### config.mk
export PLATFORM = sky130hd
export DESIGN_NAME = ets_ctrl
export DESIGN_NICKNAME = d
export VERILOG_FILES = /design/src/rtl/ets_pkg.sv /design/src/rtl/ets_ctrl.sv
export SDC_FILE = /design/constraint.sdc
export NUM_CORES = 1
export LEC_CHECK = 0
export BUFFER_PORTS_ARGS = -buffer_cell sky130_fd_sc_hd__buf_2
export CELL_PAD_IN_SITES_DETAIL_PLACEMENT = 1
export CELL_PAD_IN_SITES_GLOBAL_PLACEMENT = 2
export CORE_AREA = 3 3 40 42
export CTS_CLUSTER_SIZE = 16
export DETAILED_ROUTE_END_ITERATION = 8
export DIE_AREA = 0 0 43 45
export PLACE_DENSITY_LB_ADDON = 0.1
export SLEW_MARGIN = 25
export SYNTH_ARGS = -nofsm -noshare
export SYNTH_HDL_FRONTEND = slang
export SYNTH_SLANG_ARGS = --single-unit
### constraint.sdc
create_clock -name clk_i -period 1.2 [get_ports clk_i]
set_clock_uncertainty 0.05 [all_clocks]
set_input_delay 0.12 -clock clk_i [delete_from_list [all_inputs] [get_ports clk_i]]
set_output_delay 0.12 -clock clk_i [all_outputs]
set_load 0.02 [all_outputs]
### src/rtl/ets_pkg.sv
// ----------------------------------------------------------------------------
// ets_pkg
// Shared types and constants of the multilevel task selector.
// ----------------------------------------------------------------------------
`timescale 1ns / 1ps

package ets_pkg;

  localparam int SLOTS  = 64;
  localparam int IDX_W  = $clog2(SLOTS);
  localparam int CNT_W  = $clog2(SLOTS + 1);
  localparam int DL_W   = 31;
  localparam int TIME_W = 32;
  localparam int CHAN_W = 32;
  localparam int META_W = 4;

  localparam logic [DL_W-1:0]   INITIAL_DEADLINE = DL_W'(1000000000);
  localparam logic [TIME_W-1:0] AGING_RESET      = TIME_W'(100);

  typedef enum logic [3:0] {
    CMD_CREATE   = 4'd0,
    CMD_RUNNABLE = 4'd1,
    CMD_BLOCK    = 4'd2,
    CMD_WAKE     = 4'd3,
    CMD_DEADLINE = 4'd4,
    CMD_LEVEL    = 4'd5,
    CMD_TICK     = 4'd6,
    CMD_PICK     = 4'd7,
    CMD_RELEASE  = 4'd8
  } cmd_e;

  typedef enum logic [1:0] {
    ST_UNUSED   = 2'd0,
    ST_SLEEPING = 2'd1,
    ST_RUNNABLE = 2'd2,
    ST_RUNNING  = 2'd3
  } ent_st_e;

  typedef enum logic [1:0] {
    RES_OK      = 2'd0,
    RES_AT_LVL  = 2'd1,
    RES_NOTHING = 2'd2
  } res_st_e;

  typedef enum logic [1:0] {
    CLS_RT   = 2'd0,
    CLS_RR   = 2'd1,
    CLS_FC   = 2'd2,
    CLS_NONE = 2'd3
  } cls_e;

  typedef enum logic [2:0] {
    S_IDLE,
    S_LOOKUP,
    S_APPLY,
    S_SCAN,
    S_DRAIN,
    S_FIN
  } state_e;

  // Entry metadata word: level (1 = first come), real-time flag, status.
  typedef struct packed {
    logic    lv;
    logic    rt;
    ent_st_e st;
  } meta_t;

  localparam meta_t META_RESET = '{lv: 1'b1, rt: 1'b0, st: ST_UNUSED};

  typedef struct packed {
    logic load;
    logic lookup;
    logic scan;
    logic done;
  } ctrl_cmd_t;

  typedef struct packed {
    logic is_scan;
    logic scan_last;
  } dp_stat_t;

  typedef struct packed {
    logic [CNT_W-1:0] affected;
    logic [IDX_W-1:0] chosen;
    logic             valid;
    res_st_e          status;
  } result_t;

endpackage

### src/rtl/ets_ctrl.sv
// ----------------------------------------------------------------------------
// ets_ctrl
// Sequencer: single-entry lookup and apply, or a sweep over the table.
// ----------------------------------------------------------------------------
`timescale 1ns / 1ps

module ets_ctrl (
  input  logic               clk_i,
  input  logic               rst_ni,
  input  logic               accept_i,
  input  ets_pkg::dp_stat_t  stat_i,
  output logic               idle_o,
  output ets_pkg::ctrl_cmd_t cmd_o
);
  import ets_pkg::*;

  state_e state_q, state_d;

  always_ff @(posedge clk_i or negedge rst_ni) begin
    if (!rst_ni) begin
      state_q <= S_IDLE;
    end else begin
      state_q <= state_d;
    end
  end

  always_comb begin
    state_d = state_q;
    unique case (state_q)
      S_IDLE: begin
        if (accept_i) begin
          state_d = stat_i.is_scan ? S_SCAN : S_LOOKUP;
        end
      end
      S_LOOKUP: state_d = S_APPLY;
      S_APPLY:  state_d = S_IDLE;
      S_SCAN: begin
        if (stat_i.scan_last) begin
          state_d = S_DRAIN;
        end
      end
      S_DRAIN:  state_d = S_FIN;
      S_FIN:    state_d = S_IDLE;
      default:  state_d = S_IDLE;
    endcase
  end

  always_comb begin
    idle_o      = (state_q == S_IDLE);
    cmd_o       = '0;
    cmd_o.load  = (state_q == S_IDLE) && accept_i;
    cmd_o.lookup = (state_q == S_LOOKUP);
    cmd_o.scan  = (state_q == S_SCAN);
    cmd_o.done  = (state_q == S_APPLY) || (state_q == S_FIN);
  end

endmodule

Word-level counts from Yosys, hierarchy flattened
Cells that the tools add are included.

Equality and inequality tests: 7. Muxes and demuxes: 4. Reductions and logical operators: 4.

Operators with widths (count): 3-bit case mux with 4 select lines (1); 3-bit by 2-bit == test with 1-bit output (second input constant) (2); 3-bit == test (second input constant) (2); 3-bit two-way mux (2); 2-bit inequality test (second input constant) (2); 3-bit by 1-bit == test with 1-bit output (second input constant) (1); 3-bit zero test (1); 2-bit two-way mux (1); 2-bit AND reduction (1); 1-bit logical AND (1); 1-bit logical OR (1).

Register bits: 3. Bits of input ports: 5. Output and inout port bits: 5.

Longest topological paths before layout
Gate-level depths: netlist of the first run.

Depth in word-level cells: 3. Mapped depth: 2.

Least setup slack after synthesis of the first run
Ideal clock, no wire load.

Path type: register to output. Start point: reg state_q[1]. End point: out cmd_o[3] (netlist bit). Arrival: 1.288 ns. Data required time: 1.030 ns. Setup slack: -0.258 ns. Cell stages (with the launch flop): 3. Buffers on the path: 0. Path through: dfrtp_1 nor3_1 and2_1.

RTL lines: from (decl) (RTL line ets_ctrl.sv:17) `state_e state_q, state_d;`; from (signal assigned) (RTL line ets_ctrl.sv:23) `state_q <= state_d;`; to (decl) (RTL line ets_ctrl.sv:13) `output ets_pkg::ctrl_cmd_t cmd_o`.

==> results of run 1 <==
==> area by class of cell <==
cell class                 count  area share
inverter                       1     0.01053
sequential                     3      0.2211
multi-input combinational     14      0.3333
tap                           15     0.05263
clock buffer                   4     0.07368
timing repair buffer          15      0.3088
==> worst max-delay path, delay by kind of cell, from the launching register on <==
| kind | cells | cell delay, ps |
|---|---|---|
| and+or+nand+nor | 2 | 350 |
| DFF | 1 | 440 |
| buffers and inverters | 1 | 100 |
==> layer usage <==
metal,vias to the layer above,GRT usage
li1,102,-
met1,107,0.09201
met2,4,0.1257
met3,0,0.01195
met4,0,0.09036
met5,-,0
==> kinds of logic after synthesis <==
group | count (synthesis) | share of synthesized area
and+or+nand+nor | 9 | 0.3497
AOI/OAI and AO/OA | 5 | 0.2098
DFF | 3 | 0.4196
buffers and inverters | 1 | 0.02096
==> power by group <==
part	switching (mW)	total [mW]	internal, mW
Combinational	0.260	0.586	0.326
Clock	0.0540	0.179	0.125
Sequential	0.0881	0.240	0.152
Total	0.402	1.00	0.602
==> Yosys cell counts <==
cell type,instances
sky130_fd_sc_hd__a21bo_2,1
sky130_fd_sc_hd__a21oi_1,1
sky130_fd_sc_hd__a22o_1,2
sky130_fd_sc_hd__and2_1,1
sky130_fd_sc_hd__and3b_4,1
sky130_fd_sc_hd__dfrtp_1,3
sky130_fd_sc_hd__inv_1,1
sky130_fd_sc_hd__nand2b_1,1
sky130_fd_sc_hd__nand3b_1,2
sky130_fd_sc_hd__nor2_1,1
sky130_fd_sc_hd__nor3_1,1
sky130_fd_sc_hd__nor3b_1,1
sky130_fd_sc_hd__o21ai_0,1
sky130_fd_sc_hd__or2_1,1
==> path summary, 6_finish.rpt <==
| kind | end | slack (ps) | cells past startpoint |
|---|---|---|---|
| min in group asynchronous | state_q[1] | 150 | 2 |
| max in group asynchronous | state_q[0] | 820 | 2 |
| worst min-delay path | state_q[2] | 90 | 2 |
| worst max-delay path | cmd_o[3] | -100 | 3 |
| worst min register to register | state_q[1] | 600 | 2 |
| worst max register to register | state_q[0] | 20 | 3 |
==> timing repair <==
| action | 4_1_cts | 5_1_grt |
|---|---|---|
| setup buffers | 5 | 0 |
| pin swaps | 2 | 2 |
| endpoints found under the setup margin | 5 | 6 |
| gates resized for setup | 11 | 0 |
| hold buffers | 1 | 0 |
| hold endpoints to repair | 3 | 0 |
==> results, run 1 <==
- Buffers placed on the I/O ports in this run total 9.
- The total overflow left after global routing is 0.
- Counting along the longest clock path gives a buffer depth of 2.
- In this run the clock root is driven by a sky130_fd_sc_hd__clkbuf_4.
- 0 antenna diodes ended up in the layout.
- The final critical-path required period is approximately 1300 ps.
- Summed over all instances, the cell type with the most area after synthesis is sky130_fd_sc_hd__dfrtp_1.
- The kind of start point of the critical path is a flip-flop.
- In this run the power density over the cells is 2818 mW/mm².
- The number of violations reported at the end of detailed-routing iteration 0 is 13.
- Pin placement for this block handled 10 I/O pins.
- The required time of the worst setup path is 1030 ps.
- The leading cell type in the layout, fill and taps excluded is sky130_fd_sc_hd__buf_4.
- The total standard cell area after synthesis is 178.9 µm².
- Traced cell by cell, the critical path runs through nor3_4, and2_4, buf_6.
- The total CTS buffers is 3.
- The via total after detailed routing is 213.
- The achievable clock frequency is around 770 MHz.
- The core utilization of the finished layout is 0.2775.
- The standby leakage power is 0.1702 nW.
- The number of unique standard cell types used by synthesis is 14.
- Clock-pin slew was measured on the worst setup and hold paths at 40 ps.
- Registers take 78.83 µm².
- Excluding fillers, the count of instances in the completed layout stands at 52.
- Of the post-synthesis cell area, the dominant cell type holds 0.4196.
- Routed signal wires occupy layers up through met3.
- The filler cell count in the final layout is 154.
- After detailed routing, the wire length on met1 is 249 µm.
- In the global route stage, overall resource usage came out at 0.08173.
- The instance area after placement is 254.0 µm².
- The via count of the first global-routing pass is 236.
- In the detailed route, the total length drawn on met3 is approximately 19 µm.
- Dividing the detail-routed wire length by the instance count gives approximately 12 µm.
- The startpoint identified for the worst register-to-register timing path is state_q[2].
- At the end of routability-driven placement, the weighted congestion stood at 0.7812.
- The net count after synthesis is 23.
- Across all setup checks in the final design, the least slack found is -99.52 ps.
- The number of flip-flops under the largest register name is 3.
- The synthesized area per cell is 9.940 µm².
- TritonCTS built the clock tree.
- Counting every sink on the clock net gives 3.
- Synthesis inferred 3 register bits.
- The worst setup path is of the flip-flop to output port kind.
- The slew of the pin with the lowest slew margin is 153.5 ps.
- The die covers ~0.0019 mm².
- Setup violations remaining at the end of the flow were counted as 5.
- The number of levels the H-tree was split into is 1.
- For this block, the routed nets add up to 623 µm of wire.
- The count of nets after finishing is 43.
- The tightest hold path in the finished design has a slack of 93.72 ps.
- The max-slew violation count is 0.
- The maximum fanout along the worst path is 5.
- The pre-CTS setup slack is 34.54 ps.
- The die is 43 µm wide.
- The total power of the final layout is ~1.0 mW.
- The setup TNS after final layout is -295.5 ps.
- The clock latency reported for the late side of the worst-skew pair is 230 ps.
- The final reports fail on setup timing.
- For the worst setup path, the data arrival time is 1130 ps.
- By area the synthesized netlist is led by sky130_fd_sc_hd__dfrtp_1, sky130_fd_sc_hd__a22o_1, sky130_fd_sc_hd__nand3b_1, sky130_fd_sc_hd__and3b_4, sky130_fd_sc_hd__a21bo_2.
- Setup repair after global routing could not meet its margin everywhere.
- Measured along the y axis, the die boundary spans 45 µm.
- The worst setup path is captured at an output port.
- The via density per instance is 4.096.
- Across the VDD grid, the largest voltage drop is a little over 0.5 mV.
- The run finished, with violations left.
- The post-layout instance area is 356.6 µm².
- Relative to the synthesized area, the layout overhead comes to 99.30%.
- The count of mapped cells out of synthesis is 18.
- The total area of multi-input combinational cells is between 100 and 150 µm².
- The final hold violation count is 0.
- The min-delay analysis places its worst path in the category input port to flip-flop.
- The sequential fraction of the synthesis area is 0.4196.
- The core outline area is about 0.0013 mm².
- For this run, design rule violations remaining after detail routing come to 0.
- Wire segments on met2 add up to 354 µm in the final route.
- In the finished design, the share of the clock period the worst path needs comes to 1.083.
- The cell row count is 13.
- For this configuration, the core starts out at a cell density of 0.1392.
- The largest registers in the layout are state_q (3).
- In this design, the stage delay of the slowest critical-path cell is 440 ps.
- Once placement completed, the tool counted placed cells totaling 42.
- The share of final-layout standard cells stronger than drive strength 1 is 0.6757.
- More flip-flops sit in one register than any other, and that register is state_q.
- For this design, the slowest cell found on the critical path is sky130_fd_sc_hd__dfrtp_2.
- In the layout the commonest cells are sky130_fd_sc_hd__buf_4, sky130_fd_sc_hd__buf_2, sky130_fd_sc_hd__clkbuf_4, sky130_fd_sc_hd__dfrtp_2.
- The worst pin sits at a relative slew slack of 0.8977.
- Entering global routing, the biggest net connects 7 pins.
- For this run, the detailed router's first-pass iteration total came to 4.
- The total of max-cap violations is 0.
- The origin of the worst setup path is state_q[0].
- The start point of the worst hold path is stat_i[0].
- The global-route wire length before repair is 1.076 mm.
- The initial antenna violation count is 0.
- The count of nets left with antenna violations once routing finished came out at 0.
- The yosys synthesis warning count is 0.
(Power assumes the default switching activity.)
==> run 2: changes to the inputs <==
clock period = 1.63 ns   (was 1.2 ns; I/O delays follow)
==> results, run 2 (synthesis results as in run 1) <==
- Setup repair after global routing missed its margin: false (was true).
- The final critical-path required period is about 1400 ps.
- The worst path arrival time came to 1230 ps (was 1130 ps).
- The clock latency reported for the late side of the worst-skew pair was 230 ps (about the same).
- The final hold violation count is 0 (unchanged).
- The initial antenna violation count is 0 (unchanged).
- The kind of start point of the critical path is a flip-flop (unchanged).
- The total area of multi-input combinational cells was 100.1 µm² (was 118.9 µm²).
- The via density per instance is 3.957 (was 4.096).
- The power density over the cells is 2056 mW/mm² (was 2818 mW/mm²).
- The filler cell count in the final layout is 167 (was 154).
- The area of the die is 0.001935 mm² (unchanged).
- The leading cell type in the layout, fill and taps excluded is sky130_fd_sc_hd__buf_2 (was sky130_fd_sc_hd__buf_4).
- The remaining antenna violation count after routing was 0 (unchanged).
- The total grt overflow is 0 (unchanged).
- The share of final-layout standard cells stronger than drive strength 1 is 0.4375 (was 0.6757).
- The maximum fanout along the worst path is 7 (was 5).
- Result of the run: finished clean (was complete, but fails checks).
- The half-perimeter wire length of the detailed placement result is 399.1 µm.
- The tightest hold margin was 140.2 ps (was 93.72 ps).
- The global placer's final weighted congestion was 0.6642 (was 0.7812).
- The sequential cell fraction of total power is 0.296 (was 0.239).
- The detail-routed net length per standard cell was 11.49 µm (was 11.98 µm).
- The tightest slew margin relative to the limit is 0.8357 (was 0.8977).
- The number of flip-flops under the largest register name came to 3 (unchanged).
- The pin count of the biggest net entering global routing was 9 (was 7).
- The worst voltage drop across the vdd grid is 0.3321 mV (was 0.5150 mV).
- The register bank with the most flops is state_q (unchanged).
- The total of cells resized after clock tree synthesis came to 0 (was 11).
- The total CTS buffers is 3 (unchanged).
- The count of nets after finishing came to 38 (was 43).
- The required time of the worst setup path was 1420 ps (was 1030 ps).
- The area occupied by registers is 75.07 µm² (was 78.83 µm²).
- The count of boundary I/O pins is 10 (unchanged).
- The clock transition at the registers of the reported paths is 40 ps (about the same).
- The final setup violation count was 0 (was 5).
- Timing would allow up to 690.8 MHz.
- The class of the most critical setup path was flip-flop to output port (unchanged).
- The number of violations reported at the end of detailed-routing iteration 0 came to 2 (was 13).
- The detailed-routing iteration count for the pre-antenna-repair pass is 2 (was 4).
- The global-route wire length before repair is 993 µm (was 1.076 mm).
- The cell row count is 13 (unchanged).
- The switching part of the total power is 0.4388 (was 0.4005).
- The number of port buffers is 9 (unchanged).
- The area growth from synthesis to layout came to 55.94% (was 99.30%).
- The vertical extent of the die came to 45 µm (unchanged).
- The die width is 43 µm (unchanged).
- The effective utilization at floorplan was 0.1392 (unchanged).
- The final routed DRC violation total came to 0 (unchanged).
- The portion of the clock cycle consumed by the worst path in the final layout is 0.8882.
- The total of max-cap violations is 0 (unchanged).
- The max-slew violation count was 0 (unchanged).
- The total inserted antenna cells is 0 (unchanged).
- The net switching component of the power is 0.2518 mW (was 0.4024 mW).
- The clock tree from TritonCTS is built (unchanged).
- The combinational share of power is 0.475 (was 0.583).
- The setup TNS after final layout is 0 ps (was -295.5 ps).
- The clock tree buffer depth is 2 (unchanged).
- The internal portion of total power is 0.3220 mW (was 0.6023 mW).
- The clock share of power is 0.229 (was 0.178).
- The buffer cell driving the clock tree root is sky130_fd_sc_hd__clkbuf_4 (unchanged).
- The number of levels the H-tree was split into is 1 (unchanged).
- Largest regs: state_q (3) (unchanged).
- The sink count of the clock tree is 3 (unchanged).
- Most used cells in the layout excluding fill and tap cells: sky130_fd_sc_hd__buf_2, sky130_fd_sc_hd__clkbuf_4, sky130_fd_sc_hd__dfrtp_1 (was sky130_fd_sc_hd__buf_4, sky130_fd_sc_hd__buf_2, sky130_fd_sc_hd__clkbuf_4, sky130_fd_sc_hd__dfrtp_2).
- The slew of the pin with the lowest slew margin is 246.5 ps (was 153.5 ps).
- The via total after detailed routing is 186 (was 213).
- The critical path capture point type is an output port (unchanged).
- The core outline area is 0.001285 mm² (unchanged).
- The path class of the lowest-slack min-delay path is input port to flip-flop (unchanged).
- The via count of the first global-routing pass was 219 (was 236).
- The total routing usage reported by global routing is 0.07346 (was 0.08173).
- The standby leakage power is 0.1382 nW (was 0.1702 nW).
- The wire length after detailed routing is 540 µm (was 623 µm).
[run 2: cell count changes in the layout (fill, tap and decap cells not counted), moves of 2 or more]
cell                      delta
sky130_fd_sc_hd__dfrtp_2     -3
sky130_fd_sc_hd__buf_2       +4
sky130_fd_sc_hd__dfrtp_1     +3
sky130_fd_sc_hd__buf_6       -2
sky130_fd_sc_hd__buf_4       -7
[run 2: path summary, 6_finish.rpt]
check	slack, ps	startpoint	end	depth (start not counted)
max	180	state_q[0]	cmd_o[3]	3
min	140	stat_i[0]	state_q[2]	2
max reg2reg	520	state_q[2]	state_q[0]	2
min reg2reg	540	state_q[2]	state_q[1]	1
max in group asynchronous	1230	rst_ni	state_q[1]	2
min in group asynchronous	200	rst_ni	state_q[2]	2
[run 2: metal layers]
layer	wire, µm	vias up	global-route usage
li1	-	92	-
met1	228	89	0.08495
met2	284	5	0.1108
met3	27	0	0.01594
met4	0	0	0.07229
met5	0	-	0
[run 2: worst max-delay path: stages, from the launching register on]
cell	delay (ps)
sky130_fd_sc_hd__dfrtp_1	450
sky130_fd_sc_hd__nor3_1	250
sky130_fd_sc_hd__and2_1	150
sky130_fd_sc_hd__buf_2	160
[run 2: power groups by stage]
| stage | sequential, mW | clock, mW | combinational (mW) |
|---|---|---|---|
| after global placement | 0.167 | 0 | 0.270 |
| after floorplan | 0.146 | 0 | 0.197 |
| after global routing | 0.181 | 0.143 | 0.301 |
| final | 0.170 | 0.131 | 0.273 |
| after detailed placement | 0.174 | 0 | 0.276 |
| after CTS | 0.173 | 0.137 | 0.279 |
[run 2: stage by stage]
step                      worst slack [ps]  total power [mW]  instance area (µm²)  std cells  utilization
after floorplan                      129.1            0.3423                178.9         18            -
after global placement               471.6            0.4367                242.7         42       0.1889
after detailed placement             405.3            0.4500                242.7         42       0.1889
after CTS                            152.1            0.5880                279.0         47       0.2171
after global routing                 115.6            0.6246                279.0         47       0.2171
final                                182.3            0.5738                279.0         47       0.2171
[run 2: repair_timing]
action / CTS / global route
endpoints found under the hold margin: 3 / 0
buffers inserted: 0 / 0
hold buffers: 1 / 0
[run 2: final cells by class]
type                    instances  area share
well taps                      15     0.06726
multi-input cells              14      0.3587
flip-flops and latches          3      0.2691
repair buffers                 10      0.1973
clock buffers                   4     0.09417
inverters                       1     0.01345
==> run 3: changes to the inputs <==
CELL_PAD_IN_SITES_DETAIL_PLACEMENT = not set   (was 1)
CELL_PAD_IN_SITES_GLOBAL_PLACEMENT = not set   (was 2)
PLACE_DENSITY_LB_ADDON = not set   (was 0.1)
==> results, run 3 (synthesis results as in run 1) <==
- Result of the run: finished clean (unchanged).
- The number of levels the H-tree was split into is 1 (unchanged).
- The worst voltage drop across the vdd grid came to 0.5414 mV (was 0.3321 mV).
- The slack of the worst reg-to-reg path is 540 ps (was 520 ps).
- The start point of the worst hold path is stat_i[0] (unchanged).
- The total grt overflow is 0 (unchanged).
- The via count of the first global-routing pass came to 173 (was 219).
- The initial antenna violation count came to 0 (unchanged).
- The count of boundary I/O pins is 10 (unchanged).
- The portion of the clock cycle consumed by the worst path in the final layout is 0.8702 (was 0.8882).
- The remaining antenna violation count after routing came to 0 (unchanged).
- The total of max-cap violations is 0 (unchanged).
- The combinational share of power came to 0.481 (was 0.475).
- The number of violations reported at the end of detailed-routing iteration 0 was 0 (was 2).
- The detailed-routing iteration count for the pre-antenna-repair pass is 1 (was 2).
- The count of nets after finishing came to 38 (unchanged).
- The final hold violation count is 0 (unchanged).
- The critical path capture point type is an output port (unchanged).
- Largest regs: state_q (3) (unchanged).
- The standby leakage power is 0.1382 nW (unchanged).
- The total routing usage reported by global routing is 0.05676 (was 0.07346).
- The required time of the worst setup path came to 1420 ps (about the same).
- The clock tree buffer depth is 2 (unchanged).
- The area growth from synthesis to layout is 55.94% (unchanged).
- The leading cell type in the layout, fill and taps excluded is sky130_fd_sc_hd__buf_2 (unchanged).
- The endpoint of the most critical register-to-register path is state_q[0] (unchanged).
- The final setup violation count is 0 (unchanged).
- The worst-case hold path end point is state_q[2] (unchanged).
- The sink count of the clock tree is 3 (unchanged).
- The clock share of power came to 0.232 (was 0.229).
- The setup TNS after final layout is 0 ps (unchanged).
- The kind of start point of the critical path is a flip-flop (unchanged).
- The number of flip-flops under the largest register name is 3 (unchanged).
- The detail-routed net length per standard cell is 9.170 µm (was 11.49 µm).
- The class of the most critical setup path is flip-flop to output port (unchanged).
- The number of port buffers was 9 (unchanged).
- The clock transition at the registers of the reported paths came to 40 ps (about the same).
- The maximum fanout along the worst path came to 8 (was 7).
- The area of the die is 0.001935 mm² (unchanged).
- The post-layout instance area is 279.0 µm² (unchanged).
- The switching part of the total power was 0.4239 (was 0.4388).
- The share of final-layout standard cells stronger than drive strength 1 came to 0.4375 (unchanged).
- The clock latency reported for the late side of the worst-skew pair is 230 ps (about the same).
- The tightest slew margin relative to the limit was 0.8461 (was 0.8357).
- The path class of the lowest-slack min-delay path was input port to flip-flop (unchanged).
- The tightest hold margin is 143.3 ps (was 140.2 ps).
- The max-slew violation count is 0 (unchanged).
- The sequential cell fraction of total power came to 0.287 (was 0.296).
- The register bank with the most flops was state_q (unchanged).
- The cell row count is 13 (unchanged).
- The instance area after placement was 242.7 µm² (unchanged).
- The via total after detailed routing is 181 (was 186).
- The effective utilization at floorplan is 0.1392 (unchanged).
- The critical register-to-register path startpoint is state_q[2] (unchanged).
- The final routed DRC violation total is 0 (unchanged).
- The vertical extent of the die was 45 µm (unchanged).
- The pin count of the biggest net entering global routing is 9 (unchanged).
- The half-perimeter wire length of the detailed placement result came to 318.5 µm (was 399.1 µm).
- Most used cells in the layout excluding fill and tap cells: sky130_fd_sc_hd__buf_2, sky130_fd_sc_hd__clkbuf_4, sky130_fd_sc_hd__dfrtp_1 (unchanged).
- The via density per instance was 3.851 (was 3.957).
- The achievable clock frequency is 705.0 MHz (was 690.8 MHz).
- The internal portion of total power was 0.3221 mW (was 0.3220 mW).
- The global placer's final weighted congestion is 0.6494 (was 0.6642).
- The total inserted antenna cells is 0 (unchanged).
- The cell count of the worst reg-to-reg path is 2 (unchanged).
- The net switching component of the power is 0.2370 mW (was 0.2518 mW).
- The buffer cell driving the clock tree root is sky130_fd_sc_hd__clkbuf_4 (unchanged).
- The die width was 43 µm (unchanged).
- The number of setup buffers added after CTS is 0 (unchanged).
- The filler cell count in the final layout came to 158 (was 167).
- The wire length after detailed routing was 431 µm (was 540 µm).
- The worst path arrival time is 1210 ps (was 1230 ps).
- The total CTS buffers is 3 (unchanged).
- The depth of the worst hold-timing path came to 2 (unchanged).
- Setup repair after global routing missed its margin: false (unchanged).
- The final critical-path required period is 1418 ps (was 1448 ps).
- The core outline area is 0.001285 mm² (unchanged).
- The global-route wire length before repair is 710 µm (was 993 µm).
- The clock tree from TritonCTS is built (unchanged).
- The slew of the pin with the lowest slew margin was 230.8 ps (was 246.5 ps).
- The power density over the cells came to 2004 mW/mm² (was 2056 mW/mm²).
## run 3: area by class of cell
class,count,area [µm²],share of cell area
timing repair buffer,10,55.05,0.1973
tap,15,18.77,0.06726
clock buffer,4,26.28,0.09417
sequential,3,75.07,0.2691
inverter,1,3.754,0.01345
multi-input combinational,14,100.1,0.3587
## run 3: what timing repair did
item	4_1_cts	5_1_grt
hold buffers	1	0
resized for setup	0	0
endpoints found under the hold margin	3	0
## run 3: power by group through the flow
stage / logic, mW / clock network, mW / registers, mW
after detailed placement: 0.270 / 0 / 0.161
after CTS: 0.275 / 0.137 / 0.161
after global routing: 0.290 / 0.142 / 0.167
after global placement: 0.268 / 0 / 0.161
final: 0.269 / 0.130 / 0.160
after floorplan: 0.197 / 0 / 0.146
## run 3: metal layers
metal / wire length (µm) / part of all wire / global-route usage / vias to the layer above
li1: - / - / - / 92
met1: 192 / 0.45 / 0.05340 / 82
met2: 199 / 0.46 / 0.06886 / 7
met3: 39 / 0.090 / 0.04382 / 0
met4: 0 / 0 / 0.07229 / 0
met5: 0 / 0 / 0 / -
## run 3: worst max path at each step
stage	start	to	slack [ps]	cells past startpoint
after floorplan	state_q[1]	cmd_o[3]	130	2
after global placement	state_q[0]	cmd_o[3]	450	3
after detailed placement	state_q[0]	cmd_o[3]	460	3
after CTS	state_q[0]	cmd_o[3]	200	3
after global routing	state_q[1]	cmd_o[3]	130	3
final	state_q[1]	cmd_o[3]	210	3
## run 3: per-stage QoR
step	setup WS (ps)	power [mW]	util	cells
after global routing	131.9	0.5995	0.2171	47
after global placement	453.2	0.4287	0.1889	42
after detailed placement	458.2	0.4313	0.1889	42
after floorplan	129.1	0.3423	-	18
final	211.5	0.5591	0.2171	47
after CTS	200.6	0.5730	0.2171	47
## run 3: worst max-delay path, stage by stage, from the launching register on
cell and delay (ps):
sky130_fd_sc_hd__dfrtp_1 440, sky130_fd_sc_hd__nor3_1 230, sky130_fd_sc_hd__and2_1 150, sky130_fd_sc_hd__buf_2 160
